**config.mk**
```make
export PLATFORM = sky130hd
export DESIGN_NAME = card_number_luhn_classifier
export DESIGN_NICKNAME = d
export VERILOG_FILES = /design/src/rtl/core/cnlc_pkg.sv /design/src/rtl/core/cnlc_cell.sv /design/src/rtl/core/cnlc_digit_acc.sv /design/src/rtl/core/card_number_luhn_classifier.sv
export VERILOG_INCLUDE_DIRS = /design/src /design/src/rtl/core
export SDC_FILE = /design/constraint.sdc
export NUM_CORES = 1
export LEC_CHECK = 0
export BUFFER_PORTS_ARGS = -buffer_cell sky130_fd_sc_hd__buf_2
export CAP_MARGIN = 20
export CORE_AREA = 2 2 148 150
export CTS_CLUSTER_DIAMETER = 40
export CTS_CLUSTER_SIZE = 10
export DETAILED_ROUTE_END_ITERATION = 7
export DIE_AREA = 0 0 150 152
export GPL_ROUTABILITY_DRIVEN = 1
export GPL_TIMING_DRIVEN = 1
export PLACE_DENSITY = 0.79
export RECOVER_POWER = 100
export SLEW_MARGIN = 15
export SYNTH_ARGS = -nofsm -noshare
export SYNTH_HDL_FRONTEND = slang
export SYNTH_HIERARCHICAL = 1
export SYNTH_SLANG_ARGS = --single-unit
```
**constraint.sdc**
```tcl
create_clock -name clk -period 5.9 [get_ports clk]
set_input_delay 1.18 -clock clk [delete_from_list [all_inputs] [get_ports clk]]
set_output_delay 1.18 -clock clk [all_outputs]
set_load 0.005 [all_outputs]
```
**src/rtl/core/card_number_luhn_classifier_assert.svh**
```systemverilog
// Assertion macros shared by the card number classifier RTL.
// Each macro expects clk and arst_n in the scope of its use.
`ifndef CARD_NUMBER_LUHN_CLASSIFIER_ASSERT_SVH
`define CARD_NUMBER_LUHN_CLASSIFIER_ASSERT_SVH

// Check that a condition implies another in the same cycle.
`define CNLC_ASSERT_SAME(lbl, ante, cons) \
	lbl: assert property (@(posedge clk) disable iff (!arst_n) (ante) |-> (cons)) \
		else $error("same-cycle check failed");

// Check that a condition implies another in the next cycle.
`define CNLC_ASSERT_NEXT(lbl, ante, cons) \
	lbl: assert property (@(posedge clk) disable iff (!arst_n) (ante) |=> (cons)) \
		else $error("next-cycle check failed");

`endif

```
**src/rtl/core/cnlc_pkg.sv**
```systemverilog
package cnlc_pkg;

	// Input width and number of decimal cells (2^63 has 19 digits)
	localparam int CARD_W     = 63;
	localparam int NUM_DIGITS = 19;
	localparam int DIG_IDX_W  = 5;
	localparam int BIT_IDX_W  = 6;

	// Length and prefix constants of the brand rules
	localparam logic [4:0] LEN_13 = 5'd13;
	localparam logic [4:0] LEN_15 = 5'd15;
	localparam logic [4:0] LEN_16 = 5'd16;
	localparam logic [3:0] DIG_3  = 4'd3;
	localparam logic [3:0] DIG_4  = 4'd4;
	localparam logic [3:0] DIG_5  = 4'd5;
	localparam logic [3:0] DIG_1  = 4'd1;
	localparam logic [3:0] DIG_7  = 4'd7;

	// Brand codes
	localparam logic [1:0] BRAND_NONE   = 2'd0;
	localparam logic [1:0] BRAND_FIRST  = 2'd1;
	localparam logic [1:0] BRAND_SECOND = 2'd2;
	localparam logic [1:0] BRAND_THIRD  = 2'd3;

	// Control handed from the sequencer to the cell row and accumulator
	typedef struct packed {
		logic clr;
		logic shift_bit;
		logic shift_digit;
	} ctl_t;

endpackage

```
**src/rtl/core/cnlc_cell.sv**
```systemverilog
module cnlc_cell (
	input  logic            clk,
	input  logic            arst_n,
	input  cnlc_pkg::ctl_t  ctl,
	input  logic            bit_in,
	input  logic [3:0]      digit_in,
	output logic            bit_out,
	output logic [3:0]      digit
);

	logic [3:0] digit_q;
	logic [3:0] adj;

	// Add three to a digit of five or more before the shift
	assign adj     = (digit_q >= 4'd5) ? digit_q + 4'd3 : digit_q;
	assign bit_out = adj[3];
	assign digit   = digit_q;

	// Clear, shift one binary bit in, or take the neighbor's digit
	always_ff @(posedge clk or negedge arst_n) begin
		if (!arst_n) begin
			digit_q <= 4'd0;
		end else if (ctl.clr) begin
			digit_q <= 4'd0;
		end else if (ctl.shift_bit) begin
			digit_q <= {adj[2:0], bit_in};
		end else if (ctl.shift_digit) begin
			digit_q <= digit_in;
		end
	end

endmodule

```
**src/rtl/core/cnlc_digit_acc.sv**
```systemverilog
module cnlc_digit_acc (
	input  logic                            clk,
	input  logic                            arst_n,
	input  cnlc_pkg::ctl_t                  ctl,
	input  logic [3:0]                      digit,
	input  logic [cnlc_pkg::DIG_IDX_W-1:0]  pos,
	output logic [3:0]                      sum,
	output logic [cnlc_pkg::DIG_IDX_W-1:0]  count,
	output logic [3:0]                      lead,
	output logic [3:0]                      next_dig
);

	logic [3:0] sum_q;
	logic [cnlc_pkg::DIG_IDX_W-1:0] count_q;
	logic [3:0] lead_q;
	logic [3:0] next_q;
	logic [3:0] prev_q;
	logic [4:0] dbl;
	logic [3:0] w;
	logic [4:0] s;

	// Weight the digit: double odd positions, fold values above nine
	always_comb begin
		dbl = {digit, 1'b0};
		if (pos[0]) begin
			w = (dbl > 5'd9) ? 4'(dbl - 5'd9) : dbl[3:0];
		end else begin
			w = digit;
		end
		s = {1'b0, sum_q} + {1'b0, w};
	end

	// Keep the sum mod ten, the length and the two leading digits
	always_ff @(posedge clk or negedge arst_n) begin
		if (!arst_n) begin
			sum_q   <= 4'd0;
			count_q <= cnlc_pkg::DIG_IDX_W'(1);
			lead_q  <= 4'd0;
			next_q  <= 4'd0;
			prev_q  <= 4'd0;
		end else if (ctl.clr) begin
			sum_q   <= 4'd0;
			count_q <= cnlc_pkg::DIG_IDX_W'(1);
			lead_q  <= 4'd0;
			next_q  <= 4'd0;
			prev_q  <= 4'd0;
		end else if (ctl.shift_digit) begin
			sum_q  <= (s >= 5'd10) ? 4'(s - 5'd10) : s[3:0];
			prev_q <= digit;
			if (digit != 4'd0) begin
				count_q <= pos + cnlc_pkg::DIG_IDX_W'(1);
				lead_q  <= digit;
				next_q  <= prev_q;
			end
		end
	end

	assign sum      = sum_q;
	assign count    = count_q;
	assign lead     = lead_q;
	assign next_dig = next_q;

endmodule

```
**src/rtl/core/card_number_luhn_classifier.sv**
```systemverilog
// Channel  Handshake            Payload
// -------  -------------------  ------------------------------------
// in       in_valid / in_stall  card_number[62:0]
// out      out_valid/ out_stall brand_code[1:0], luhn_ok, digit_count[4:0]
//
// Each item passes through accept, binary-to-decimal shifting of its 63 bits
// through the row of 19 digit cells, draining of the digits into the
// Luhn accumulator, and a classify step into the output register.
// The next item is accepted once the previous one sits in the output register.
// Reset (arst_n low) returns the sequencer to idle and empties the output.
// A stalled output holds the finished item in the classify step.
`include "card_number_luhn_classifier_assert.svh"

module card_number_luhn_classifier (
	input  logic                          clk,
	input  logic                          arst_n,
	input  logic                          in_valid,
	output logic                          in_stall,
	input  logic [cnlc_pkg::CARD_W-1:0]   card_number,
	output logic                          out_valid,
	input  logic                          out_stall,
	output logic [1:0]                    brand_code,
	output logic                          luhn_ok,
	output logic [4:0]                    digit_count
);

	typedef enum logic [3:0] {
		ST_IDLE  = 4'b0001,
		ST_CONV  = 4'b0010,
		ST_DRAIN = 4'b0100,
		ST_FIN   = 4'b1000
	} state_t;

	localparam int N = cnlc_pkg::NUM_DIGITS;

	state_t state_q;
	logic [cnlc_pkg::CARD_W-1:0]    card_q;
	logic [cnlc_pkg::BIT_IDX_W-1:0] bit_cnt_q;
	logic [cnlc_pkg::DIG_IDX_W-1:0] dig_cnt_q;
	logic out_valid_q;
	logic [1:0] brand_q;
	logic luhn_q;
	logic [4:0] count_out_q;

	cnlc_pkg::ctl_t ctl;
	logic accept;
	logic load_out;
	logic [N-1:0] bit_chain;
	logic [3:0] digits [N];
	logic [3:0] sum;
	logic [cnlc_pkg::DIG_IDX_W-1:0] count;
	logic [3:0] lead;
	logic [3:0] next_dig;
	logic ok;
	logic [1:0] brand;

	assign accept   = in_valid && (state_q == ST_IDLE);
	assign in_stall = (state_q != ST_IDLE);
	assign load_out = (state_q == ST_FIN) && (!out_valid_q || !out_stall);

	// Drive the cell row and accumulator from the sequencer state
	always_comb begin
		ctl.clr         = accept;
		ctl.shift_bit   = (state_q == ST_CONV);
		ctl.shift_digit = (state_q == ST_DRAIN);
	end

	// Row of decimal cells; binary bits enter at cell 0, digits drain to cell 0
	assign bit_chain[0] = card_q[cnlc_pkg::CARD_W-1];
	for (genvar i = 0; i < N; i++) begin : g_cell
		if (i < N - 1) begin : g_mid
			cnlc_cell u_cell (
				.clk      (clk),
				.arst_n   (arst_n),
				.ctl      (ctl),
				.bit_in   (bit_chain[i]),
				.digit_in (digits[i+1]),
				.bit_out  (bit_chain[i+1]),
				.digit    (digits[i])
			);
		end else begin : g_last
			cnlc_cell u_cell (
				.clk      (clk),
				.arst_n   (arst_n),
				.ctl      (ctl),
				.bit_in   (bit_chain[i]),
				.digit_in (4'd0),
				.bit_out  (),
				.digit    (digits[i])
			);
		end
	end

	cnlc_digit_acc u_acc (
		.clk      (clk),
		.arst_n   (arst_n),
		.ctl      (ctl),
		.digit    (digits[0]),
		.pos      (dig_cnt_q),
		.sum      (sum),
		.count    (count),
		.lead     (lead),
		.next_dig (next_dig)
	);

	// Classify by Luhn result, length and leading pair
	always_comb begin
		ok    = (sum == 4'd0);
		brand = cnlc_pkg::BRAND_NONE;
		if (ok) begin
			if (count == cnlc_pkg::LEN_13 ||
			    (count == cnlc_pkg::LEN_16 && lead == cnlc_pkg::DIG_4)) begin
				brand = cnlc_pkg::BRAND_FIRST;
			end else if (count == cnlc_pkg::LEN_15 && lead == cnlc_pkg::DIG_3 &&
			             (next_dig == cnlc_pkg::DIG_4 || next_dig == cnlc_pkg::DIG_7)) begin
				brand = cnlc_pkg::BRAND_SECOND;
			end else if (count == cnlc_pkg::LEN_16 && lead == cnlc_pkg::DIG_5 &&
			             (next_dig == cnlc_pkg::DIG_1 || next_dig == cnlc_pkg::DIG_5)) begin
				brand = cnlc_pkg::BRAND_THIRD;
			end
		end
	end

	// Sequence: convert, drain, classify
	always_ff @(posedge clk or negedge arst_n) begin
		if (!arst_n) begin
			state_q   <= ST_IDLE;
			bit_cnt_q <= '0;
			dig_cnt_q <= '0;
		end else begin
			case (state_q)
				ST_IDLE: begin
					if (accept) begin
						state_q   <= ST_CONV;
						bit_cnt_q <= '0;
					end
				end
				ST_CONV: begin
					if (bit_cnt_q == cnlc_pkg::BIT_IDX_W'(cnlc_pkg::CARD_W - 1)) begin
						state_q   <= ST_DRAIN;
						dig_cnt_q <= '0;
					end else begin
						bit_cnt_q <= bit_cnt_q + cnlc_pkg::BIT_IDX_W'(1);
					end
				end
				ST_DRAIN: begin
					if (dig_cnt_q == cnlc_pkg::DIG_IDX_W'(N - 1)) begin
						state_q <= ST_FIN;
					end else begin
						dig_cnt_q <= dig_cnt_q + cnlc_pkg::DIG_IDX_W'(1);
					end
				end
				ST_FIN: begin
					if (load_out) begin
						state_q <= ST_IDLE;
					end
				end
				default: begin
					state_q <= ST_IDLE;
				end
			endcase
		end
	end

	// Load the number on accept, shift it out MSB first while converting
	always_ff @(posedge clk) begin
		if (accept) begin
			card_q <= card_number;
		end else if (state_q == ST_CONV) begin
			card_q <= {card_q[cnlc_pkg::CARD_W-2:0], 1'b0};
		end
	end

	// Hold the result until taken
	always_ff @(posedge clk or negedge arst_n) begin
		if (!arst_n) begin
			out_valid_q <= 1'b0;
		end else if (load_out) begin
			out_valid_q <= 1'b1;
		end else if (!out_stall) begin
			out_valid_q <= 1'b0;
		end
	end

	always_ff @(posedge clk) begin
		if (load_out) begin
			brand_q     <= brand;
			luhn_q      <= ok;
			count_out_q <= count;
		end
	end

	assign out_valid   = out_valid_q;
	assign brand_code  = brand_q;
	assign luhn_ok     = luhn_q;
	assign digit_count = count_out_q;

	`CNLC_ASSERT_NEXT(a_conv_to_drain,
		state_q == ST_CONV && bit_cnt_q == cnlc_pkg::BIT_IDX_W'(cnlc_pkg::CARD_W - 1),
		state_q == ST_DRAIN)
	`CNLC_ASSERT_NEXT(a_load_sets_valid, load_out, out_valid_q && state_q == ST_IDLE)
	`CNLC_ASSERT_SAME(a_count_range, out_valid_q,
		digit_count != 5'd0 && digit_count <= 5'(N))
	`CNLC_ASSERT_SAME(a_brand_needs_luhn, out_valid_q && brand_code != cnlc_pkg::BRAND_NONE,
		luhn_ok)

endmodule

```
==> flow_metrics.env, run 1 <==
export IMPL_dp_hpwl_mm=14.8
export IMPL_leakage_nw=5.00
export IMPL_core_area_sq_um=21400
export IMPL_fin_nets=1424
export IMPL_grt_pass1_wl_mm=40.2
export IMPL_postCtsSetupBuffers=0
export IMPL_drive_gt1_share_pct=10.4
export IMPL_maxSlewHeadroom_pct=-117
export IMPL_regArea_sq_um=4960
export IMPL_numCtsBuffers=17
export IMPL_dieArea_sq_um=22800
export IMPL_cp_end_kind="flop"
export IMPL_critPathKind="flop to flop"
export IMPL_layout_commonest_cell="nand2_1"
export IMPL_die_w_um=150
export IMPL_detail_route_first_pass_iterations=5
export IMPL_crit_fanout=40
export IMPL_fp_row_count=54
export IMPL_total_power_w=0.00393
export IMPL_start_kind="flop"
export IMPL_rsz0062_at_grt="false"
export IMPL_wirelength_mm=23.4
export IMPL_worstSkewPairLatency_ns=0.44
export IMPL_wire_per_inst_um=14.6
export IMPL_ant_nets=0
export IMPL_crit_arrival_ns=4.34
export IMPL_die_h_um=152
export IMPL_cts_root_buf="clkbuf_16"
export IMPL_multi_input_area_sq_um=5840
export IMPL_grt_pass1_vias=8649
export IMPL_setup_viol=0
export IMPL_vias=9056
export IMPL_drv_cap=3
export IMPL_hold_class="flop to flop"
export IMPL_vias_per_cell=5.66
export IMPL_period_share_pct=72.8
export IMPL_drcViolationCount=0
export IMPL_htreeDepth=4
export IMPL_finalHoldViolations=0
export IMPL_powerDensity_nw_per_um2=313
export IMPL_timing_fmax_mhz=233
export IMPL_reg2reg_slack_ns=1.61
export IMPL_clock_sinks=184
export IMPL_antenna_found_initial=1
export IMPL_grt_max_degree=99
export IMPL_netlist_area_sq_um=11600
export IMPL_cts_tree="built"
export IMPL_postSynthCellCount=1237
export IMPL_clk_path_buf_depth=2
export IMPL_maxSlewViolCount=116
export IMPL_fin_tns_setup_ns=0
export IMPL_numPortBuffers=76
export IMPL_track_usage_pct=21.0
export IMPL_critPathRequiredTime_ns=5.95
export IMPL_violations="max-capacitance violations, max-slew violations"
export IMPL_min_period_ns=4.29
export IMPL_routabilityCongestion=0.787
export IMPL_grt_overflow_total=0
export IMPL_postSynthAreaPerCell_sq_um=9.40
export IMPL_yosys_warnings=6
export IMPL_cts_resized=0
export IMPL_final_cell_mix="nand2_1 (244), dfrtp_1 (111), nor2_1 (92)"
export IMPL_max_vdd_ir_drop_v=0.000217
export IMPL_postCtsHoldBufs=0
export IMPL_finalClockSkew_ns=0.0159
export IMPL_start_util_pct=54.5
export IMPL_status="finished, violations left"
export IMPL_clkSlewWorstSetupHoldPaths_ns=0.08
export IMPL_drt_iter0_drc=651
export IMPL_worstMarginPinSlew_ns=3.25
export IMPL_fill_cells=1822
export IMPL_num_io_pins=77
export IMPL_area_growth_pct=8.09
==> worst paths after layout <==
kind	end	start	depth (start not counted)
worst max-delay path	card_q[62]	state_q[0]	4
worst min-delay path	digit_count[4]	u_acc/count[4]	0
worst max register to register	card_q[62]	state_q[0]	4
worst min register to register	digit_count[4]	u_acc/count[4]	0
max in group asynchronous	g_cell[10].g_mid.u_cell/digit[2]	arst_n	2
min in group asynchronous	g_cell[16].g_mid.u_cell/digit[1]	arst_n	1
==> state kept, by name, indices dropped and copies added (netlist names), 4 cells and up <==
register and count:
g_cell.g_mid.u_cell/digit 72, card_q 63, bit_cnt_q 6, dig_cnt_q 5
digit_count 5, u_acc/count 5, g_cell.g_last.u_cell/digit 4, state_q 4
u_acc/lead 4, u_acc/next_dig 4, u_acc/prev_q 4, u_acc/sum 4
==> metal layers <==
metal | vias up | global-route usage [%] | part of all wire [%]
li1 | 4521 | - | -
met1 | 4366 | 28.4 | 46
met2 | 143 | 34.8 | 50
met3 | 26 | 3.03 | 2.6
met4 | 0 | 6.47 | 1.3
met5 | - | 0 | 0
==> layout make-up <==
class | instances | area share (%)
diodes | 1 | 0.0199
clock buffers | 17 | 3.38
clock inverters | 15 | 1.53
inverters | 91 | 2.80
multi-input cells | 927 | 46.4
flip-flops and latches | 184 | 39.5
well taps | 280 | 2.79
repair buffers | 84 | 3.55
==> report_power, final <==
group | leakage (nW) | total, W | internal (W) | switching (W)
clock | 0.295 | 0.00116 | 0.000580 | 0.000583
sequential | 2.24 | 0.00179 | 0.00170 | 0.0000942
combinational | 2.47 | 0.000974 | 0.000287 | 0.000688
==> critical path: stages (launching register included) <==
cell and delay (ns):
dfstp_1 0.63, nor4b_1 0.47, nand2_1 0.44, nand2_1 1.31
clkbuf_1 1.03
==> per-stage QoR <==
stage          cells  util, %  worst slack [ns]  hold slack [ns]  area (sq um)
2_1_floorplan   1240        -              1.67            0.452         11600
3_3_place_gp    1566     56.2              2.53            0.480         12000
3_5_place_dp    1566     56.2              2.31            0.492         12000
4_1_cts         1598     59.0              2.32            0.517         12600
5_1_grt         1599     58.9              1.15            0.535         12600
6_report        1599     58.9              1.61            0.521         12600
No activity file was read; power rests on OpenSTA's default activity.
==> run 2, diff against run 1 <==
--- a/config.mk
+++ b/config.mk
@@ -8,14 +8,14 @@
 export LEC_CHECK = 0
 export BUFFER_PORTS_ARGS = -buffer_cell sky130_fd_sc_hd__buf_2
 export CAP_MARGIN = 20
-export CORE_AREA = 2 2 148 150
+export CORE_AREA = 2 2 141 143
 export CTS_CLUSTER_DIAMETER = 40
 export CTS_CLUSTER_SIZE = 10
 export DETAILED_ROUTE_END_ITERATION = 7
-export DIE_AREA = 0 0 150 152
+export DIE_AREA = 0 0 143 145
 export GPL_ROUTABILITY_DRIVEN = 1
 export GPL_TIMING_DRIVEN = 1
-export PLACE_DENSITY = 0.79
+export PLACE_DENSITY = 0.83
 export RECOVER_POWER = 100
 export SLEW_MARGIN = 15
 export SYNTH_ARGS = -nofsm -noshare
==> constraint.sdc (replaced) <==
create_clock -name clk -period 4.2 [get_ports clk]
set_input_delay 0.84 -clock clk [delete_from_list [all_inputs] [get_ports clk]]
set_output_delay 0.84 -clock clk [all_outputs]
set_load 0.005 [all_outputs]
==> run 2 against run 1 <==
The flow still finishes with violations (max-capacitance violations, max-slew violations); clock-buffer cell count is the same; worst hold slack worse by 0.036 ns; clock power rose by 41%; non-clock buffer count is 3 higher; via count is 0.23% higher; wire length fell by 0.10%; flip-flop and latch count did not move; power increased by 41%; cell count is 0.81% lower; utilization is 6.6 points higher; largest cell class unchanged.
==> flow_metrics.env, run 2 (synthesis results as in run 1) <==
export IMPL_min_period_ns=3.69
export IMPL_worstMarginPinSlew_ns=1.55
export IMPL_vias=9077
export IMPL_crit_fanout=11
export IMPL_crit_family="compound AO/OA/AOI/OAI gates"
export IMPL_period_share_pct=87.9
export IMPL_start_kind="flop"
export IMPL_numPortBuffers=76
export IMPL_wl_met1_mm=10.5
export IMPL_grt_pass1_wl_mm=40.6
export IMPL_drive_gt1_share_pct=10.2
export IMPL_wire_per_inst_um=14.7
export IMPL_multi_input_area_sq_um=5840
export IMPL_dr_wl_met3_um=827
export IMPL_wirelength_mm=23.4
export IMPL_total_power_w=0.00554
export IMPL_setup_ws_ns=0.509
export IMPL_die_h_um=145
export IMPL_dieArea_sq_um=20700
export IMPL_setup_viol=0
export IMPL_cts_tree="built"
export IMPL_htreeDepth=4
export IMPL_worstPathBufferInverterCount=3
export IMPL_cts_root_buf="clkbuf_16"
export IMPL_numCtsBuffers=17
export IMPL_layout_commonest_cell="nand2_1"
export IMPL_fp_row_count=51
export IMPL_worstSkewPairLatency_ns=0.44
export IMPL_cts_resized=0
export IMPL_hold_class="input port to asynchronous set/reset pin"
export IMPL_detail_route_first_pass_iterations=5
export IMPL_violations="max-capacitance violations, max-slew violations"
export IMPL_vias_per_cell=5.72
export IMPL_grt_overflow_total=0
export IMPL_num_io_pins=77
export IMPL_place_ws_ns=0.600
export IMPL_slowest_delay_ns=0.50
export IMPL_core_area_sq_um=19200
export IMPL_clock_sinks=184
export IMPL_regArea_sq_um=4960
export IMPL_crit_path_frequent_cell="inv_1"
export IMPL_fin_tns_setup_ns=0
export IMPL_clkSlewWorstSetupHoldPaths_ns=0.08
export IMPL_clk_path_buf_depth=2
export IMPL_critPathKind="flop to flop"
export IMPL_crit_arrival_ns=4.03
export IMPL_maxSlewHeadroom_pct=-3.59
export IMPL_drcViolationCount=0
export IMPL_dp_hpwl_mm=14.9
export IMPL_fill_cells=1531
export IMPL_final_cell_mix="nand2_1 (245), dfrtp_1 (111), nor2_1 (92)"
export IMPL_grt_max_degree=111
export IMPL_worst_path_max_delay_cell="dfrtp_1"
export IMPL_track_usage_pct=23.3
export IMPL_drt_iter0_drc=812
export IMPL_largest_reg_flops=72
export IMPL_maxSlewViolCount=100
export IMPL_finalHoldViolations=0
export IMPL_status="finished, violations left"
export IMPL_ant_nets=0
export IMPL_routabilityCongestion=0.785
export IMPL_postCtsHoldBufs=0
export IMPL_start_util_pct=60.5
export IMPL_max_vdd_ir_drop_v=0.000539
export IMPL_routed_top_layer="met5"
export IMPL_rsz0062_at_grt="false"
export IMPL_drv_cap=2
export IMPL_area_growth_pct=8.22
export IMPL_powerDensity_nw_per_um2=440
export IMPL_leakage_nw=5.01
export IMPL_fin_nets=1427
export IMPL_crit_chain="inv_1 -> ha_1 -> inv_1 -> a21oi_1 -> xnor2_1 -> nand2_1 -> o21ai_0 -> fa_1 -> xor2_1 -> inv_1 -> ha_1 -> o211ai_1 -> o21ai_0 -> or3_1 -> a311oi_1"
export IMPL_post_route_util_pct=65.5
export IMPL_antenna_found_initial=1
export IMPL_num_antenna_cells=0
export IMPL_timing_fmax_mhz=271
export IMPL_cp_end_kind="flop"
export IMPL_finalClockSkew_ns=0.0163
export IMPL_critPathRequiredTime_ns=4.54
export IMPL_wl_met2_mm=11.7
export IMPL_grt_pass1_vias=8863
export IMPL_postCtsSetupBuffers=0
export IMPL_die_w_um=143
==> run 2: cell count changes in the layout (fill, tap and decap cells not counted), moves of 2 or more <==
cell / previous run / this run
clkinv_4: 3 / 1
clkbuf_1: 3 / 9
buf_12: 1 / 3
buf_4: 6 / 2
clkbuf_2: 0 / 3
buf_2: 74 / 69
==> run 2: report_power, final <==
group	switching (W)	internal, W
clock	0.000825	0.000818
combinational	0.000968	0.000422
sequential	0.000131	0.00237
==> run 2: path summary, 6_finish.rpt <==
path | slack, ns | to | start | cells past startpoint
worst max-delay path | 0.51 | u_acc/sum[1] | g_cell[0].g_mid.u_cell/digit[0] | 15
worst min-delay path | 0.48 | g_cell[5].g_mid.u_cell/digit[3] | arst_n | 1
worst max register to register | 0.51 | u_acc/sum[1] | g_cell[0].g_mid.u_cell/digit[0] | 15
worst min register to register | 0.52 | u_acc/next_dig[2] | u_acc/next_dig[2] | 1
max in group asynchronous | 1.11 | u_acc/sum[2] | arst_n | 3
min in group clk | 0.52 | u_acc/next_dig[2] | u_acc/next_dig[2] | 1
==> run 2: metal layers <==
layer	up-vias	global-route usage [%]
li1	4510	-
met5	-	0
met4	2	6.88
met3	23	3.89
met1	4366	31.3
met2	176	38.6
==> run 2: area by class of cell <==
cell class / instances / share of cell area [%]
flip-flops and latches: 184 / 39.4
clock buffers: 17 / 3.38
multi-input cells: 927 / 46.4
clock inverters: 15 / 1.53
inverters: 91 / 2.79
repair buffers: 87 / 3.79
well taps: 265 / 2.63
==> run 2: worst register-to-register path: stages (launching register included) <==
cell      delay (ns)
dfrtp_1         0.50
inv_1           0.15
ha_1            0.21
inv_1           0.05
a21oi_1         0.28
xnor2_1         0.10
nand2_1         0.07
o21ai_0         0.17
fa_1            0.49
xor2_1          0.33
inv_1           0.09
ha_1            0.28
o211ai_1        0.11
o21ai_0         0.18
or3_1           0.34
a311oi_1        0.25
==> run 2: through the flow <==
stage | hold WS, ns | instances | cell area (sq um)
finish | 0.485 | 1586 | 12600
detailed placement | 0.489 | 1553 | 12000
global placement | 0.485 | 1553 | 12000
global route | 0.527 | 1586 | 12600
CTS | 0.501 | 1585 | 12600
floorplan | 0.452 | 1240 | 11700
